## config.mk

```make
export PLATFORM = sky130hd
export DESIGN_NAME = base64_stream_encoder
export DESIGN_NICKNAME = d
export VERILOG_FILES = /design/src/rtl/core/b64e_pkg.sv /design/src/rtl/core/b64e_front.sv /design/src/rtl/core/b64e_queue.sv /design/src/rtl/core/b64e_back.sv /design/src/rtl/core/base64_stream_encoder.sv
export SDC_FILE = /design/constraint.sdc
export NUM_CORES = 1
export LEC_CHECK = 0
export BUFFER_PORTS_ARGS = -buffer_cell sky130_fd_sc_hd__buf_2
export CAP_MARGIN = 30
export CORE_AREA = 2 2 137 99
export CTS_CLUSTER_DIAMETER = 40
export DETAILED_ROUTE_END_ITERATION = 10
export DIE_AREA = 0 0 139 101
export GPL_TIMING_DRIVEN = 0
export PLACE_DENSITY = 0.44
export SETUP_SLACK_MARGIN = 0.1
export SKIP_CTS_REPAIR_TIMING = 1
export SYNTH_ARGS = -nofsm -noshare
export SYNTH_HDL_FRONTEND = slang
export SYNTH_SLANG_ARGS = --single-unit
export TNS_END_PERCENT = 1
```

## constraint.sdc

```tcl
create_clock -name clk -period 4.76 [get_ports clk]
set_clock_uncertainty 0.2 [all_clocks]
set_input_delay 0.714 -clock clk [delete_from_list [all_inputs] [get_ports clk]]
set_output_delay 0.714 -clock clk [all_outputs]
set_load 0.005 [all_outputs]
```

## src/rtl/core/b64e_pkg.sv

```systemverilog
package b64e_pkg;

  // ASCII codes used by the encoder.
  localparam logic [6:0] CharPad   = 7'h3D;  // '='
  localparam logic [6:0] CharPlus  = 7'h2B;  // '+'
  localparam logic [6:0] CharSlash = 7'h2F;  // '/'
  localparam logic [6:0] CharUpA   = 7'h41;  // 'A'
  localparam logic [6:0] CharLowA  = 7'h61;  // 'a'
  localparam logic [6:0] CharZero  = 7'h30;  // '0'

  // Default depth of the group queue between front and back.
  localparam int unsigned QueueDepthDefault = 2;

  // Pad counts carried with a group.
  localparam logic [1:0] PadNone = 2'd0;
  localparam logic [1:0] PadOne  = 2'd1;
  localparam logic [1:0] PadTwo  = 2'd2;

  // One 24-bit group ready for character output.
  typedef struct packed {
    logic [23:0] bits;
    logic [1:0]  npad;
    logic        fin;
  } group_t;

  // Map a 6-bit value onto the standard alphabet.
  function automatic logic [6:0] sextet_char(input logic [5:0] v);
    logic [6:0] c;
    if (v < 6'd26) begin
      c = CharUpA + {1'b0, v};
    end else if (v < 6'd52) begin
      c = CharLowA + {1'b0, v} - 7'd26;
    end else if (v < 6'd62) begin
      c = CharZero + {1'b0, v} - 7'd52;
    end else if (v == 6'd62) begin
      c = CharPlus;
    end else begin
      c = CharSlash;
    end
    return c;
  endfunction

endpackage

```

## src/rtl/core/b64e_front.sv

```systemverilog
module b64e_front (
  input  logic            clk,
  input  logic            rst,
  input  logic            in_valid,
  output logic            in_ready,
  input  logic [7:0]      in_byte,
  input  logic            in_last,
  input  logic            q_full,
  output logic            q_push,
  output b64e_pkg::group_t q_data
);
  import b64e_pkg::*;

  logic [15:0] pending;
  logic [1:0]  pending_count;
  logic        accept;

  assign in_ready = !q_full;
  assign accept   = in_valid && in_ready;

  // Build a group when a third byte arrives or the message ends.
  always_comb begin
    q_push = 1'b0;
    q_data = '0;
    q_data.fin = in_last;
    if (pending_count == 2'd2) begin
      q_push      = accept;
      q_data.bits = {pending, in_byte};
      q_data.npad = PadNone;
    end else if (in_last) begin
      q_push = accept;
      if (pending_count == 2'd0) begin
        q_data.bits = {in_byte, 16'h0000};
        q_data.npad = PadTwo;
      end else begin
        q_data.bits = {pending[7:0], in_byte, 8'h00};
        q_data.npad = PadOne;
      end
    end
  end

  // Hold bytes that do not yet complete a group.
  always_ff @(posedge clk) begin
    if (rst) begin
      pending_count <= 2'd0;
      pending       <= 16'h0000;
    end else if (accept) begin
      if (q_push) begin
        pending_count <= 2'd0;
        pending       <= 16'h0000;
      end else begin
        pending_count <= pending_count + 2'd1;
        pending       <= {pending[7:0], in_byte};
      end
    end
  end

endmodule

```

## src/rtl/core/b64e_queue.sv

```systemverilog
module b64e_queue #(
  parameter int unsigned DEPTH = b64e_pkg::QueueDepthDefault
) (
  input  logic             clk,
  input  logic             rst,
  input  logic             push,
  input  b64e_pkg::group_t push_data,
  output logic             full,
  input  logic             pop,
  output logic             head_valid,
  output b64e_pkg::group_t head_data
);
  import b64e_pkg::*;

  localparam int unsigned PtrW = $clog2(DEPTH);
  localparam int unsigned CntW = $clog2(DEPTH + 1);

  group_t            entries [DEPTH];
  logic [PtrW-1:0]   wr_ptr;
  logic [PtrW-1:0]   rd_ptr;
  logic [CntW-1:0]   count;
  logic              do_push;
  logic              do_pop;

  assign full       = (count == CntW'(DEPTH));
  assign head_valid = (count != '0);
  assign head_data  = entries[rd_ptr];
  assign do_push    = push && !full;
  assign do_pop     = pop && head_valid;

  // Entry storage.
  always_ff @(posedge clk) begin
    if (do_push) begin
      entries[wr_ptr] <= push_data;
    end
  end

  // Pointers and fill count.
  always_ff @(posedge clk) begin
    if (rst) begin
      wr_ptr <= '0;
      rd_ptr <= '0;
      count  <= '0;
    end else begin
      if (do_push) begin
        wr_ptr <= (wr_ptr == PtrW'(DEPTH - 1)) ? '0 : wr_ptr + 1'b1;
      end
      if (do_pop) begin
        rd_ptr <= (rd_ptr == PtrW'(DEPTH - 1)) ? '0 : rd_ptr + 1'b1;
      end
      if (do_push && !do_pop) begin
        count <= count + 1'b1;
      end else if (do_pop && !do_push) begin
        count <= count - 1'b1;
      end
    end
  end

endmodule

```

## src/rtl/core/b64e_back.sv

```systemverilog
module b64e_back (
  input  logic             clk,
  input  logic             rst,
  input  logic             head_valid,
  input  b64e_pkg::group_t head_data,
  output logic             pop,
  output logic             out_valid,
  input  logic             out_ready,
  output logic [6:0]       out_char,
  output logic             out_group_end,
  output logic             out_message_end
);
  import b64e_pkg::*;

  logic [1:0] idx;
  logic [5:0] sextet;
  logic       is_pad;
  logic [6:0] char_next;
  logic       load;

  // The output register takes a new item when empty or being drained.
  assign load = head_valid && (!out_valid || out_ready);
  assign pop  = load && (idx == 2'd3);

  // Pick the sextet for the current position and decide on padding.
  always_comb begin
    case (idx)
      2'd0:    sextet = head_data.bits[23:18];
      2'd1:    sextet = head_data.bits[17:12];
      2'd2:    sextet = head_data.bits[11:6];
      default: sextet = head_data.bits[5:0];
    endcase
    is_pad = ((idx == 2'd3) && (head_data.npad != PadNone)) ||
             ((idx == 2'd2) && (head_data.npad == PadTwo));
    char_next = is_pad ? CharPad : sextet_char(sextet);
  end

  // Character position within the group.
  always_ff @(posedge clk) begin
    if (rst) begin
      idx <= 2'd0;
    end else if (load) begin
      idx <= idx + 2'd1;
    end
  end

  // Output register.
  always_ff @(posedge clk) begin
    if (rst) begin
      out_valid <= 1'b0;
    end else if (load) begin
      out_valid <= 1'b1;
    end else if (out_ready) begin
      out_valid <= 1'b0;
    end
  end

  always_ff @(posedge clk) begin
    if (load) begin
      out_char        <= char_next;
      out_group_end   <= (idx == 2'd3);
      out_message_end <= (idx == 2'd3) && head_data.fin;
    end
  end

endmodule

```

## src/rtl/core/base64_stream_encoder.sv

```systemverilog
// Streaming Base64 encoder with the standard alphabet and '=' padding.
// Input stream (s_*): one raw byte per item in s_tdata; s_tlast marks the
// last byte of a message. Output stream (m_*): one ASCII character per item
// in m_tdata[6:0]; m_tuser is high on the fourth character of each group and
// m_tlast on the final character of a message.
// Every third byte, or a byte with s_tlast, forms a 24-bit group that yields
// four characters; a short final group is zero-filled and ends in "=" or "==".
// The byte that completes a group is written into the group queue; its
// characters are then loaded one by one from the queue head into the
// output register. Throughput: the character stage emits one character per
// cycle while m_tready is high and pops a group with its fourth character.
// A group queue of QUEUE_DEPTH entries sits between the byte side and the
// character side, so the input keeps accepting while m_tready is low until
// that queue fills; then s_tready drops. Reset empties the queue, clears the
// pending bytes and drops m_tvalid.
module base64_stream_encoder #(
  parameter int unsigned QUEUE_DEPTH = b64e_pkg::QueueDepthDefault
) (
  input  logic       clk,
  input  logic       rst,
  input  logic       s_tvalid,
  output logic       s_tready,
  input  logic [7:0] s_tdata,   // [7:0] data_byte
  input  logic       s_tlast,   // final_byte
  output logic       m_tvalid,
  input  logic       m_tready,
  output logic [7:0] m_tdata,   // [6:0] out_char, [7] zero
  output logic       m_tuser,   // [0] group_end
  output logic       m_tlast    // message_end
);
  import b64e_pkg::*;

  group_t     push_data;
  group_t     head_data;
  logic       push;
  logic       full;
  logic       pop;
  logic       head_valid;
  logic [6:0] out_char;

  b64e_front u_front (
    .clk      (clk),
    .rst      (rst),
    .in_valid (s_tvalid),
    .in_ready (s_tready),
    .in_byte  (s_tdata),
    .in_last  (s_tlast),
    .q_full   (full),
    .q_push   (push),
    .q_data   (push_data)
  );

  b64e_queue #(
    .DEPTH (QUEUE_DEPTH)
  ) u_queue (
    .clk        (clk),
    .rst        (rst),
    .push       (push),
    .push_data  (push_data),
    .full       (full),
    .pop        (pop),
    .head_valid (head_valid),
    .head_data  (head_data)
  );

  b64e_back u_back (
    .clk             (clk),
    .rst             (rst),
    .head_valid      (head_valid),
    .head_data       (head_data),
    .pop             (pop),
    .out_valid       (m_tvalid),
    .out_ready       (m_tready),
    .out_char        (out_char),
    .out_group_end   (m_tuser),
    .out_message_end (m_tlast)
  );

  assign m_tdata = {1'b0, out_char};

endmodule
```

==> results.sh <==
export IMPL_synth_edff_count=63
export IMPL_num_antenna_cells=0
export IMPL_initialDrtViolationCount=172
export IMPL_combPwrFrac_pct=18.7
export IMPL_syn_cell_area_um2=4090
export IMPL_period_minus_slack_ns=3.37
export IMPL_ir_drop_mv=0.163
export IMPL_finalSetupViolations=0
export IMPL_rsz0062_at_grt="false"
export IMPL_cap_violations=0
export IMPL_antenna_left=0
export IMPL_worstSkewPairLatency_ns=0.33
export IMPL_tightest_slew_ns=0.840
export IMPL_clockBufferDepth=2
export IMPL_synth_area_top_cells="edfxtp_1 46%, dfxtp_1 13%, mux2i_1 4.2%, nand2_1 3.9%, nand3_1 3.2%"
export IMPL_grt_total_usage_pct=15.2
export IMPL_start_util_pct=32.0
export IMPL_slew_violations=0
export IMPL_tns_ns=0
export IMPL_grt_pass1_wl_mm=16.1
export IMPL_yosysTopAreaCell="edfxtp_1"
export IMPL_relSlewSlack_pct=43.8
export IMPL_finalInstanceArea_um2=4770
export IMPL_final_nets=414
export IMPL_holdCritPathClass="reg -> reg"
export IMPL_utilization_pct=37.3
export IMPL_dpl_instance_area_um2=4460
export IMPL_seqPwrFrac_pct=45.4
export IMPL_rrSetupSlack_ns=1.39
export IMPL_path_clk_slew_ns=0.06
export IMPL_cellPowerDensity_nw_per_um2=419
export IMPL_cp_start_kind="flop"
export IMPL_gp_congestion=0.810
export IMPL_avgViaCountPerCell=5.16
export IMPL_fp_row_count=35
export IMPL_synth_top_area_share_pct=46.3
export IMPL_timing_final_hold_violations=0
export IMPL_ys_flop_type="edfxtp_1"
export IMPL_max_freq_ghz=0.297
export IMPL_cts_sinks=89
export IMPL_grt_max_degree=19
export IMPL_clockRootBuffer="clkbuf_16"
export IMPL_crit_path_end_kind="flop"
export IMPL_async_flop_share_pct=0
export IMPL_post_place_ws_ns=1.46
export IMPL_drive_gt1_share_pct=13.4
export IMPL_wl_per_cell_um=17.8
export IMPL_required_ns=4.71
export IMPL_yosysSeqAreaShare_pct=59.0
export IMPL_grt_pass1_vias=2845
export IMPL_synth_net_count=378
export IMPL_dpl_hpwl_mm=7.31
export IMPL_critPathMaxFanout=10
export IMPL_r2r_end="u_back.out_char[2]"
export IMPL_htree_levels=3
export IMPL_ios=25
export IMPL_overflow=0
export IMPL_fp_dieH_um=101
export IMPL_area_growth_pct=16.7
export IMPL_min_from="u_front.pending[10]"
export IMPL_cts_tree="done"
export IMPL_p_sw_uw=557
export IMPL_r2r_cells=10
export IMPL_numPortBuffers=22
export IMPL_worstSetupPathType="reg -> reg"
export IMPL_die_area_um2=14000
export IMPL_p_leak_nw=1.70
export IMPL_wl_mm=10.0
export IMPL_total_power_mw=2.00
export IMPL_synth_most_common_cell="edfxtp_1"
export IMPL_grt_antenna_before_repair=0
export IMPL_cts_buffers=9
export IMPL_core_um2=12800
export IMPL_route_detailed_drc=0
export IMPL_hold_end="u_front.pending[10]"
export IMPL_r2r_start="u_back.idx[0]"
export IMPL_synthDistinctLibCells=48
export IMPL_worstPathArrival_ns=3.32
export IMPL_worst_slack_ns=1.39
export IMPL_status="finished clean"
export IMPL_yosys_warnings=0
export IMPL_netlist_instances=355
export IMPL_yosys_top_cells_count="63 x edfxtp_1, 42 x nand2_1, 26 x dfxtp_1, 26 x nand3_1, 23 x a21oi_1"
export IMPL_final_period_utilization_pct=70.9
export IMPL_switching_share_pct=27.9
export IMPL_routed_via_count=2899
export IMPL_pwr_share_clk_pct=35.9
export IMPL_intPower_mw=1.44
export IMPL_syn_avg_cell_area_um2=11.5
export IMPL_ys_ff_latch=89
export IMPL_worstHoldPathCells=2
export IMPL_drtPass1Iterations=4
export IMPL_die_w_um=139
[how the worst max path moves through the flow]
stage	start	endpoint	slack (ns)
after floorplan	s_tvalid	u_queue.entries[0][0]	1.02
after global placement	s_tvalid	u_queue.entries[0][13]	-0.62
after detailed placement	u_back.idx[0]	u_back.out_char[2]	1.46
after CTS	u_back.idx[0]	u_back.out_char[2]	1.44
after global routing	u_back.idx[0]	u_back.out_char[2]	1.16
final	u_back.idx[0]	u_back.out_char[2]	1.39
[final cells by class]
cell class	count	area, um^2
repair buffers	25	164
multi-input cells	236	1550
clock buffers	9	225
well taps	166	208
clock inverters	7	78.8
inverters	7	28.8
plain buffers	23	104
fillers	1259	8020
flip-flops and latches	89	2410
[power groups by stage]
| stage | Sequential, mW | Combinational [mW] | Clock [mW] |
|---|---|---|---|
| final | 0.908 | 0.374 | 0.717 |
| after global routing | 0.912 | 0.418 | 0.768 |
| after CTS | 0.908 | 0.375 | 0.738 |
| after detailed placement | 0.925 | 0.373 | 0 |
| after global placement | 0.926 | 0.365 | 0 |
| after floorplan | 0.924 | 0.254 | 0 |
[cells by family after synthesis]
family          share of synthesized area, %
simple gates                            13.7
mux                                     4.16
flops                                   59.0
xor+xnor                                1.29
fa+ha+maj                               3.06
other cells                           0.0918
buf+inv                                 3.25
compound gates                          15.4
[critical path, stage by stage (launching register included)]
cell	delay (ns)
dfxtp_1	0.35
inv_1	0.09
ha_1	0.19
clkbuf_1	0.43
a22o_1	0.23
a211oi_1	0.06
a221oi_2	0.53
inv_1	0.25
ha_1	0.24
o311a_1	0.34
o311ai_1	0.27
[layout by cell type (no fill, tap or decap), types with 3 or more instances in the layout]
cell type / netlist / layout
a211o_1: 3 / 3
a211oi_1: 4 / 4
a21oi_1: 23 / 23
a22o_1: 13 / 13
a22oi_1: 7 / 7
and2_1: 15 / 15
buf_2: 2 / 24
clkbuf_1: 17 / 17
clkbuf_16: 0 / 9
dfxtp_1: 26 / 26
edfxtp_1: 63 / 63
ha_1: 10 / 10
inv_1: 6 / 6
mux2i_1: 17 / 17
nand2_1: 42 / 42
nand2b_1: 3 / 3
nand3_1: 26 / 26
nor2_1: 18 / 18
nor3_1: 4 / 3
o211ai_1: 4 / 4
o21ai_0: 12 / 12
o311a_1: 5 / 5
xnor2_1: 3 / 3
xor2_1: 3 / 3
[routing by layer]
layer  wire (um)  part of all wire (%)  global-route usage (%)
met5           0                     0                       0
met4          90                  0.90                    4.82
met3         360                   3.6                    3.42
met2        4330                    43                    22.5
met1        5230                    52                    22.1
[flip-flops by register name, summed over array words and instances (netlist names), named ones only]
signal,flops
u_queue.entries,54
u_front.pending,16
u_back.idx,2
u_front.pending_count,2
u_queue.wr_ptr,1
u_back.out_message_end,1
u_queue.rd_ptr,1
u_back.out_group_end,1
u_back.out_char,7
u_queue.count,2
u_back.out_valid,1
[metrics by stage]
step / hold WS, ns / cells
after floorplan: 0.232 / 355
after global placement: 0.241 / 543
after detailed placement: 0.245 / 546
after CTS: 0.252 / 562
after global routing: 0.268 / 562
final: 0.256 / 562
(Power assumes the default switching activity.)
